[config.mk]
export PLATFORM = sky130hd
export DESIGN_NAME = fifo_page_replacement_unit
export DESIGN_NICKNAME = d
export VERILOG_FILES = /design/src/fpr_pkg.sv /design/src/fpr_ctrl.sv /design/src/fpr_datapath.sv /design/src/fifo_page_replacement_unit.sv
export SDC_FILE = /design/constraint.sdc
export NUM_CORES = 1
export LEC_CHECK = 0
export BUFFER_PORTS_ARGS = -buffer_cell sky130_fd_sc_hd__buf_2
export CAP_MARGIN = 40
export CELL_PAD_IN_SITES_DETAIL_PLACEMENT = 0
export CELL_PAD_IN_SITES_GLOBAL_PLACEMENT = 1
export CORE_ASPECT_RATIO = 2
export CORE_MARGIN = 3
export CORE_UTILIZATION = 48
export CTS_CLUSTER_DIAMETER = 150
export DETAILED_ROUTE_END_ITERATION = 7
export PLACE_DENSITY = 0.88
export REMOVE_ABC_BUFFERS = 1
export SYNTH_ARGS = -nofsm -noshare
export SYNTH_HDL_FRONTEND = slang
export SYNTH_SLANG_ARGS = --single-unit
[constraint.sdc]
create_clock -name clk -period 3.2 [get_ports clk]
set_input_delay 0.16 -clock clk [delete_from_list [all_inputs] [get_ports clk]]
set_output_delay 0.16 -clock clk [all_outputs]
set_load 0.01 [all_outputs]
[src/fpr_pkg.sv]
// Shared constants, types and state encoding for the FIFO page replacement unit.
`timescale 1ns / 1ps

package fpr_pkg;

  localparam int FRAMES    = 16;
  localparam int PAGE_BITS = 16;
  localparam int IN_W      = 16;
  localparam int CFG_W     = 5;
  localparam int IDX_W     = (FRAMES > 1) ? $clog2(FRAMES) : 1;
  localparam int CNT_W     = $clog2(FRAMES + 1);
  localparam int FCNT_W    = 32;
  localparam logic [CFG_W-1:0] CFG_RESET = CFG_W'(16);

  typedef enum logic [1:0] {
    ST_IDLE,
    ST_SEARCH,
    ST_DONE
  } state_t;

  typedef struct packed {
    logic start;   // latch reference, clear search index
    logic step;    // compare one frame, advance index
    logic commit;  // apply miss update, load result register
  } cmd_t;

  typedef struct packed {
    logic match;   // current frame is valid and holds the page
    logic last;    // current frame is the final one in use
  } status_t;

endpackage

[src/fpr_ctrl.sv]
// Controller state machine: sequences accept, frame search and result hand-off.
`timescale 1ns / 1ps

module fpr_ctrl (
  input  logic             clk,
  input  logic             rst_n,
  input  logic             in_valid,
  output logic             in_ready,
  output logic             out_valid,
  input  logic             out_ready,
  input  fpr_pkg::status_t status,
  output fpr_pkg::cmd_t    cmd
);

  fpr_pkg::state_t state_r, state_nxt;
  logic            out_valid_r, out_valid_nxt;
  logic            slot_free;

  assign slot_free = !out_valid_r || out_ready;
  assign out_valid = out_valid_r;

  always_ff @(posedge clk) begin
    if (!rst_n) begin
      state_r     <= fpr_pkg::ST_IDLE;
      out_valid_r <= 1'b0;
    end else begin
      state_r     <= state_nxt;
      out_valid_r <= out_valid_nxt;
    end
  end

  always_comb begin
    state_nxt     = state_r;
    cmd           = '0;
    in_ready      = 1'b0;
    out_valid_nxt = out_valid_r && !out_ready;
    case (state_r)
      fpr_pkg::ST_IDLE: begin
        in_ready = 1'b1;
        if (in_valid) begin
          cmd.start = 1'b1;
          state_nxt = fpr_pkg::ST_SEARCH;
        end
      end
      fpr_pkg::ST_SEARCH: begin
        cmd.step = 1'b1;
        if (status.match || status.last) begin
          state_nxt = fpr_pkg::ST_DONE;
        end
      end
      fpr_pkg::ST_DONE: begin
        if (slot_free) begin
          cmd.commit    = 1'b1;
          out_valid_nxt = 1'b1;
          state_nxt     = fpr_pkg::ST_IDLE;
        end
      end
      default: begin
        state_nxt = fpr_pkg::ST_IDLE;
      end
    endcase
  end

endmodule

[src/fpr_datapath.sv]
// Datapath: frame table, valid bits, FIFO pointer, fault counter and result register.
`timescale 1ns / 1ps

module fpr_datapath (
  input  logic                         clk,
  input  logic                         rst_n,
  input  logic                         cfg_we,
  input  logic [fpr_pkg::CFG_W-1:0]    cfg_wdata,
  input  logic [fpr_pkg::IN_W-1:0]     in_page_number,
  input  fpr_pkg::cmd_t                cmd,
  output fpr_pkg::status_t             status,
  output logic                         out_fault,
  output logic [fpr_pkg::FCNT_W-1:0]   out_fault_count
);

  logic [fpr_pkg::PAGE_BITS-1:0] frame_pages [fpr_pkg::FRAMES];
  logic [fpr_pkg::FRAMES-1:0]    frame_valid_r, frame_valid_nxt;

  logic [fpr_pkg::CFG_W-1:0]     frames_cfg_r;
  logic [fpr_pkg::CNT_W-1:0]     n_eff;
  logic [fpr_pkg::CNT_W-1:0]     n_r;
  logic [fpr_pkg::PAGE_BITS-1:0] page_r;
  logic [fpr_pkg::PAGE_BITS-1:0] rd_page_r;
  logic [fpr_pkg::IDX_W-1:0]     idx_r, idx_nxt;
  logic                          hit_r;
  logic [fpr_pkg::IDX_W-1:0]     fill_ptr_r, fill_ptr_nxt;
  logic [fpr_pkg::FCNT_W-1:0]    fault_total_r, fault_total_nxt;
  logic                          out_fault_r;
  logic [fpr_pkg::FCNT_W-1:0]    out_fault_count_r;

  logic [fpr_pkg::IDX_W-1:0]     slot;
  logic [fpr_pkg::CNT_W-1:0]     slot_inc;

  // clamp frame count to 1..FRAMES
  always_comb begin
    if (frames_cfg_r == '0) begin
      n_eff = fpr_pkg::CNT_W'(1);
    end else if (32'(frames_cfg_r) > fpr_pkg::FRAMES) begin
      n_eff = fpr_pkg::CNT_W'(fpr_pkg::FRAMES);
    end else begin
      n_eff = fpr_pkg::CNT_W'(frames_cfg_r);
    end
  end

  // rd_page_r already holds the entry at idx_r
  assign status.match = frame_valid_r[idx_r] && (rd_page_r == page_r);
  assign status.last  = (fpr_pkg::CNT_W'(idx_r) + fpr_pkg::CNT_W'(1)) == n_r;
  assign idx_nxt      = idx_r + fpr_pkg::IDX_W'(1);

  // victim slot; a stale pointer past the count restarts at frame 0
  always_comb begin
    slot = (fpr_pkg::CNT_W'(fill_ptr_r) >= n_r) ? '0 : fill_ptr_r;
    slot_inc = fpr_pkg::CNT_W'(slot) + fpr_pkg::CNT_W'(1);
    fill_ptr_nxt = (slot_inc >= n_r) ? '0 : slot_inc[fpr_pkg::IDX_W-1:0];
    fault_total_nxt = (fault_total_r == '1) ? fault_total_r
                                            : fault_total_r + fpr_pkg::FCNT_W'(1);
    frame_valid_nxt = frame_valid_r;
    frame_valid_nxt[slot] = 1'b1;
  end

  always_ff @(posedge clk) begin
    if (!rst_n) begin
      frames_cfg_r  <= fpr_pkg::CFG_RESET;
      frame_valid_r <= '0;
      fill_ptr_r    <= '0;
      fault_total_r <= '0;
    end else begin
      if (cfg_we) begin
        frames_cfg_r <= cfg_wdata;
      end
      if (cmd.commit && !hit_r) begin
        frame_valid_r <= frame_valid_nxt;
        fill_ptr_r    <= fill_ptr_nxt;
        fault_total_r <= fault_total_nxt;
      end
    end
  end

  // frame table write and registered read, fetched one frame ahead of the compare
  always_ff @(posedge clk) begin
    if (cmd.commit && !hit_r) begin
      frame_pages[slot] <= page_r;
    end
    if (cmd.start) begin
      rd_page_r <= frame_pages[fpr_pkg::IDX_W'(0)];
    end else if (cmd.step) begin
      rd_page_r <= frame_pages[idx_nxt];
    end
  end

  // search registers and result register (payload, no reset)
  always_ff @(posedge clk) begin
    if (cmd.start) begin
      page_r <= in_page_number[fpr_pkg::PAGE_BITS-1:0];
      n_r    <= n_eff;
      idx_r  <= '0;
      hit_r  <= 1'b0;
    end else if (cmd.step) begin
      idx_r <= idx_nxt;
      hit_r <= status.match;
    end
    if (cmd.commit) begin
      out_fault_r       <= !hit_r;
      out_fault_count_r <= hit_r ? fault_total_r : fault_total_nxt;
    end
  end

  assign out_fault       = out_fault_r;
  assign out_fault_count = out_fault_count_r;

endmodule

[src/fifo_page_replacement_unit.sv]
// Top level of the FIFO page replacement unit: controller plus datapath.
`timescale 1ns / 1ps

// Channel   Signals                                   Direction
// -------   ---------------------------------------   ---------
// input     in_valid, in_ready, in_page_number        sink
// result    out_valid, out_ready, out_fault,          source
//           out_fault_count
// config    cfg_we, cfg_wdata (frames_in_use)         sink
//
// Each reference, with N = frames in use (1..16), goes through accept, then
// one frame compare per cycle until a hit or the last frame, then a commit
// that updates the table on a miss and loads the result register. A miss
// compares all N frames; a hit in frame k (from 0) ends the search there.
// The result register lets the next reference be accepted and searched while
// the previous result still waits; commit stalls only if that register is full.
// Synchronous active-low reset empties all frames, zeroes the FIFO pointer and
// fault counter and sets frames_in_use to 16.

module fifo_page_replacement_unit (
  input  logic                           clk,
  input  logic                           rst_n,
  input  logic                           cfg_we,
  input  logic [fpr_pkg::CFG_W-1:0]      cfg_wdata,
  input  logic                           in_valid,
  output logic                           in_ready,
  input  logic [fpr_pkg::IN_W-1:0]       in_page_number,
  output logic                           out_valid,
  input  logic                           out_ready,
  output logic                           out_fault,
  output logic [fpr_pkg::FCNT_W-1:0]     out_fault_count
);

  fpr_pkg::cmd_t    cmd;     // controller -> datapath
  fpr_pkg::status_t status;  // datapath -> controller

  // sequencing: accept, per-frame search, commit/hand-off of each transfer
  fpr_ctrl u_ctrl (
    .clk       (clk),
    .rst_n     (rst_n),
    .in_valid  (in_valid),
    .in_ready  (in_ready),
    .out_valid (out_valid),
    .out_ready (out_ready),
    .status    (status),
    .cmd       (cmd)
  );

  // frame table, FIFO pointer, saturating fault counter, result register
  fpr_datapath u_dp (
    .clk             (clk),
    .rst_n           (rst_n),
    .cfg_we          (cfg_we),
    .cfg_wdata       (cfg_wdata),
    .in_page_number  (in_page_number),
    .cmd             (cmd),
    .status          (status),
    .out_fault       (out_fault),
    .out_fault_count (out_fault_count)
  );

endmodule

==> results.json <==
{
  "outcome": "completed",
  "preCtsSetupSlack_ns": 0.0211,
  "synth_edf_count": 326,
  "diodes": 0,
  "start_kind": "flip-flop",
  "synth_warnings": 0,
  "nNetsFinal": 1123,
  "setup_slack_ns": 0.183,
  "clk_path_buf_depth": 3,
  "synthSimpleGateAreaFrac": 0.0762,
  "clkLatencyLatePin_ns": 0.52,
  "fmaxAchievable_ghz": 0.331,
  "synth-xor-area-share": 0.0408,
  "routed_via_density": 5.76,
  "setup_viol": 0,
  "synth_top_area_share": 0.608,
  "cts_tree": "done",
  "io_buffers": 60,
  "synthAdderAreaFrac": 0.0132,
  "dr.pass1.iters": 4,
  "async_reset_ff_frac": 0,
  "min_path_type": "input pin to flip-flop",
  "clock-skew-final_ns": 0.0177,
  "routedWlPerCell_um": 23.4,
  "path_clk_slew_ns": 0.07,
  "std_cell_rows": 94,
  "cp-end-kind": "flip-flop",
  "path_cells": "ha_1 -> nand2b_1 -> a21o_1 -> a211o_1 -> buf_4 -> a21boi_2 -> nand2_1 -> nor2_1 -> ha_1 -> a211oi_2 -> o21ai_2 -> or2_1 -> a21oi_1",
  "finalMaxSlewViolations": 0,
  "areaGrowthSynthToFinish_pct": 15.4,
  "path_class": "flip-flop to flip-flop",
  "top_level_ports": 61,
  "hold_viol_final": 0,
  "grt_max_degree": 52,
  "required_ns": 3.65,
  "yosys-top-cells-area": "edfxtp_1, mux4_2, dfxtp_1",
  "grt_pass1_vias": 9369,
  "synth_top_area_cell": "edfxtp_1",
  "synth_top_family_by_area": "multiplexers",
  "synth_seq_cells": 391,
  "timing.critical_path.mode_cell": "ha_1",
  "finalWirelength_mm": 35.9,
  "cts_root_buf": "clkbuf_16",
  "maxCapViolCount": 0,
  "syn_area_um2": 16100,
  "ys_top_cells_by_count": "edfxtp_1, mux4_2, nor2_1, dfxtp_1, xnor2_1",
  "antenna_left": 0,
  "die_w_um": 136,
  "cts_sinks": 391,
  "syn_avg_cell_area_um2": 16.8,
  "fin_crit_ns": 3.02,
  "slew_headroom": 0.441,
  "antenna_found_initial": 0,
  "ir_drop_uv": 397,
  "grt_use_total": 0.208,
  "place_congestion": 0.843,
  "drt_iter0_drc": 700,
  "cp_slowest_cell": "edfxtp_1",
  "drive_gt1_frac": 0.267,
  "synth_compound_area_frac": 0.0299,
  "die_y_um": 265,
  "power.density_nw_per_um2": 597,
  "period_share": 0.943,
  "overflow": 0,
  "core_area_um2": 33000,
  "dieArea_um2": 35900,
  "yosysSeqAreaShare": 0.689,
  "initial_utilization": 0.487,
  "route.detailed.drc": 0,
  "ys_types": 56,
  "cts_buffers": 34,
  "synthCells": 959,
  "timing.hold.ws_ns": 0.0161,
  "place_hpwl_mm": 23.3,
  "muxShareOfSynthArea": 0.134,
  "tightest_slew_ns": 0.838,
  "post-route-util": 0.562,
  "grt_pass1_wl_mm": 56.1,
  "critPathMaxFanout": 4,
  "cp_slowest_stage_delay_ns": 0.39,
  "post_cts_buffers": 0,
  "finalPower_uw": 11100,
  "yosysMostFrequentCell": "edfxtp_1",
  "num_vias": 8851,
  "cp.arrival_ns": 3.46,
  "h-tree-depth": 2,
  "power.leakage_uw": 0.00616,
  "synth_ff_type": "edfxtp_1"
}
-- kinds of logic (layout without fill, tap and decap cells) --
logic type / count (synthesis) / in the layout
buffers and inverters: 63 / 209
AO/OA/AOI/OAI: 67 / 67
flip-flops: 391 / 391
adder cells (fa/ha/maj): 17 / 17
XOR/XNOR: 75 / 75
AND/OR/NAND/NOR: 238 / 238
multiplexers: 108 / 108
-- registers in the layout (all words and copies together) (netlist names) --
| register | cells |
|---|---|
| u_dp.fault_total_r | 32 |
| u_dp.page_r | 16 |
| u_dp.frame_pages | 256 |
| u_dp.frames_cfg_r | 5 |
| u_dp.idx_r | 4 |
| u_dp.n_r | 5 |
| u_dp.frame_valid_r | 16 |
| u_dp.hit_r | 1 |
| u_ctrl.out_valid | 1 |
| u_dp.out_fault_count | 32 |
| u_dp.fill_ptr_r | 4 |
| u_dp.out_fault | 1 |
| u_ctrl.state_r | 2 |
| u_dp.rd_page_r | 16 |
-- metrics by stage --
| step | instances | cell area [µm²] | TNS [ns] |
|---|---|---|---|
| 5_1_grt | 1537 | 18600 | -0.0162 |
| 4_1_cts | 1537 | 18600 | 0 |
| 6_report | 1537 | 18600 | 0 |
| 3_3_place_gp | 1451 | 17200 | 0 |
| 3_5_place_dp | 1452 | 17200 | 0 |
| 2_1_floorplan | 917 | 15900 | -55.39 |
-- per-layer routing --
layer | global-route usage | vias up | part of all wire | routed length [µm]
met5 | 0 | - | 0 | 0
met4 | 0.129 | 0 | 0.070 | 2520
met3 | 0.0246 | 120 | 0.044 | 1580
met2 | 0.379 | 299 | 0.56 | 20000
met1 | 0.226 | 4497 | 0.33 | 11800
li1 | - | 3935 | - | -
-- cell type report --
type                            count  area (µm²)
Fill cell                        2460       14500
Sequential cell                   391       11100
Multi-Input combinational cell    505        4810
Timing Repair Buffer              127         933
Clock buffer                       43         916
Tap cell                          432         541
Clock inverter                     18         215
Inverter                           21        78.8
-- final timing paths --
check                          from                endpoint  slack, ns  cells after the start
min                          cfg_we    u_dp.frames_cfg_r[3]       0.02                      3
max                     u_dp.n_r[0]      u_dp.fill_ptr_r[0]       0.18                     13
min reg2reg  u_dp.frame_valid_r[14]  u_dp.frame_valid_r[14]       0.46                      2
max reg2reg             u_dp.n_r[0]      u_dp.fill_ptr_r[0]       0.18                     13
-- critical path: cells and delay by family (launching register included) --
kind,cells,cell delay (ns)
AOI/OAI and AO/OA,6,1.25
adders and majority gates,2,0.54
buffers and inverters,1,0.15
DFF,1,0.39
and+or+nand+nor,4,0.61
-- cell usage in the layout (no fill, tap or decap), types with 12 or more instances in the layout --
cell type	count
o21ai_0	13
nor3_1	12
nand3_1	21
clkbuf_16	35
inv_1	19
dlygate4sd3_1	24
mux4_2	84
nor2_1	58
or3_1	12
dfxtp_1	64
buf_2	60
buf_4	37
nand4_1	13
a21oi_1	15
ha_1	15
edfxtp_1	326
mux2_2	18
xor2_1	19
nand2_1	53
xnor2_1	53
-- repair_timing --
action | CTS | global route
endpoints found under the hold margin | 22 | 0
hold buffers | 24 | 0
setup endpoints to repair | 0 | 3
resized for setup | 0 | 8
-- report_power, final --
| part | leakage, µW | switching, µW | internal, µW |
|---|---|---|---|
| sequential | 0.00348 | 86.1 | 5610 |
| combinational | 0.00213 | 568 | 650 |
| clock | 0.000542 | 1800 | 2380 |
| total | 0.00616 | 2450 | 8650 |
Power figures use the tool's default switching activity.
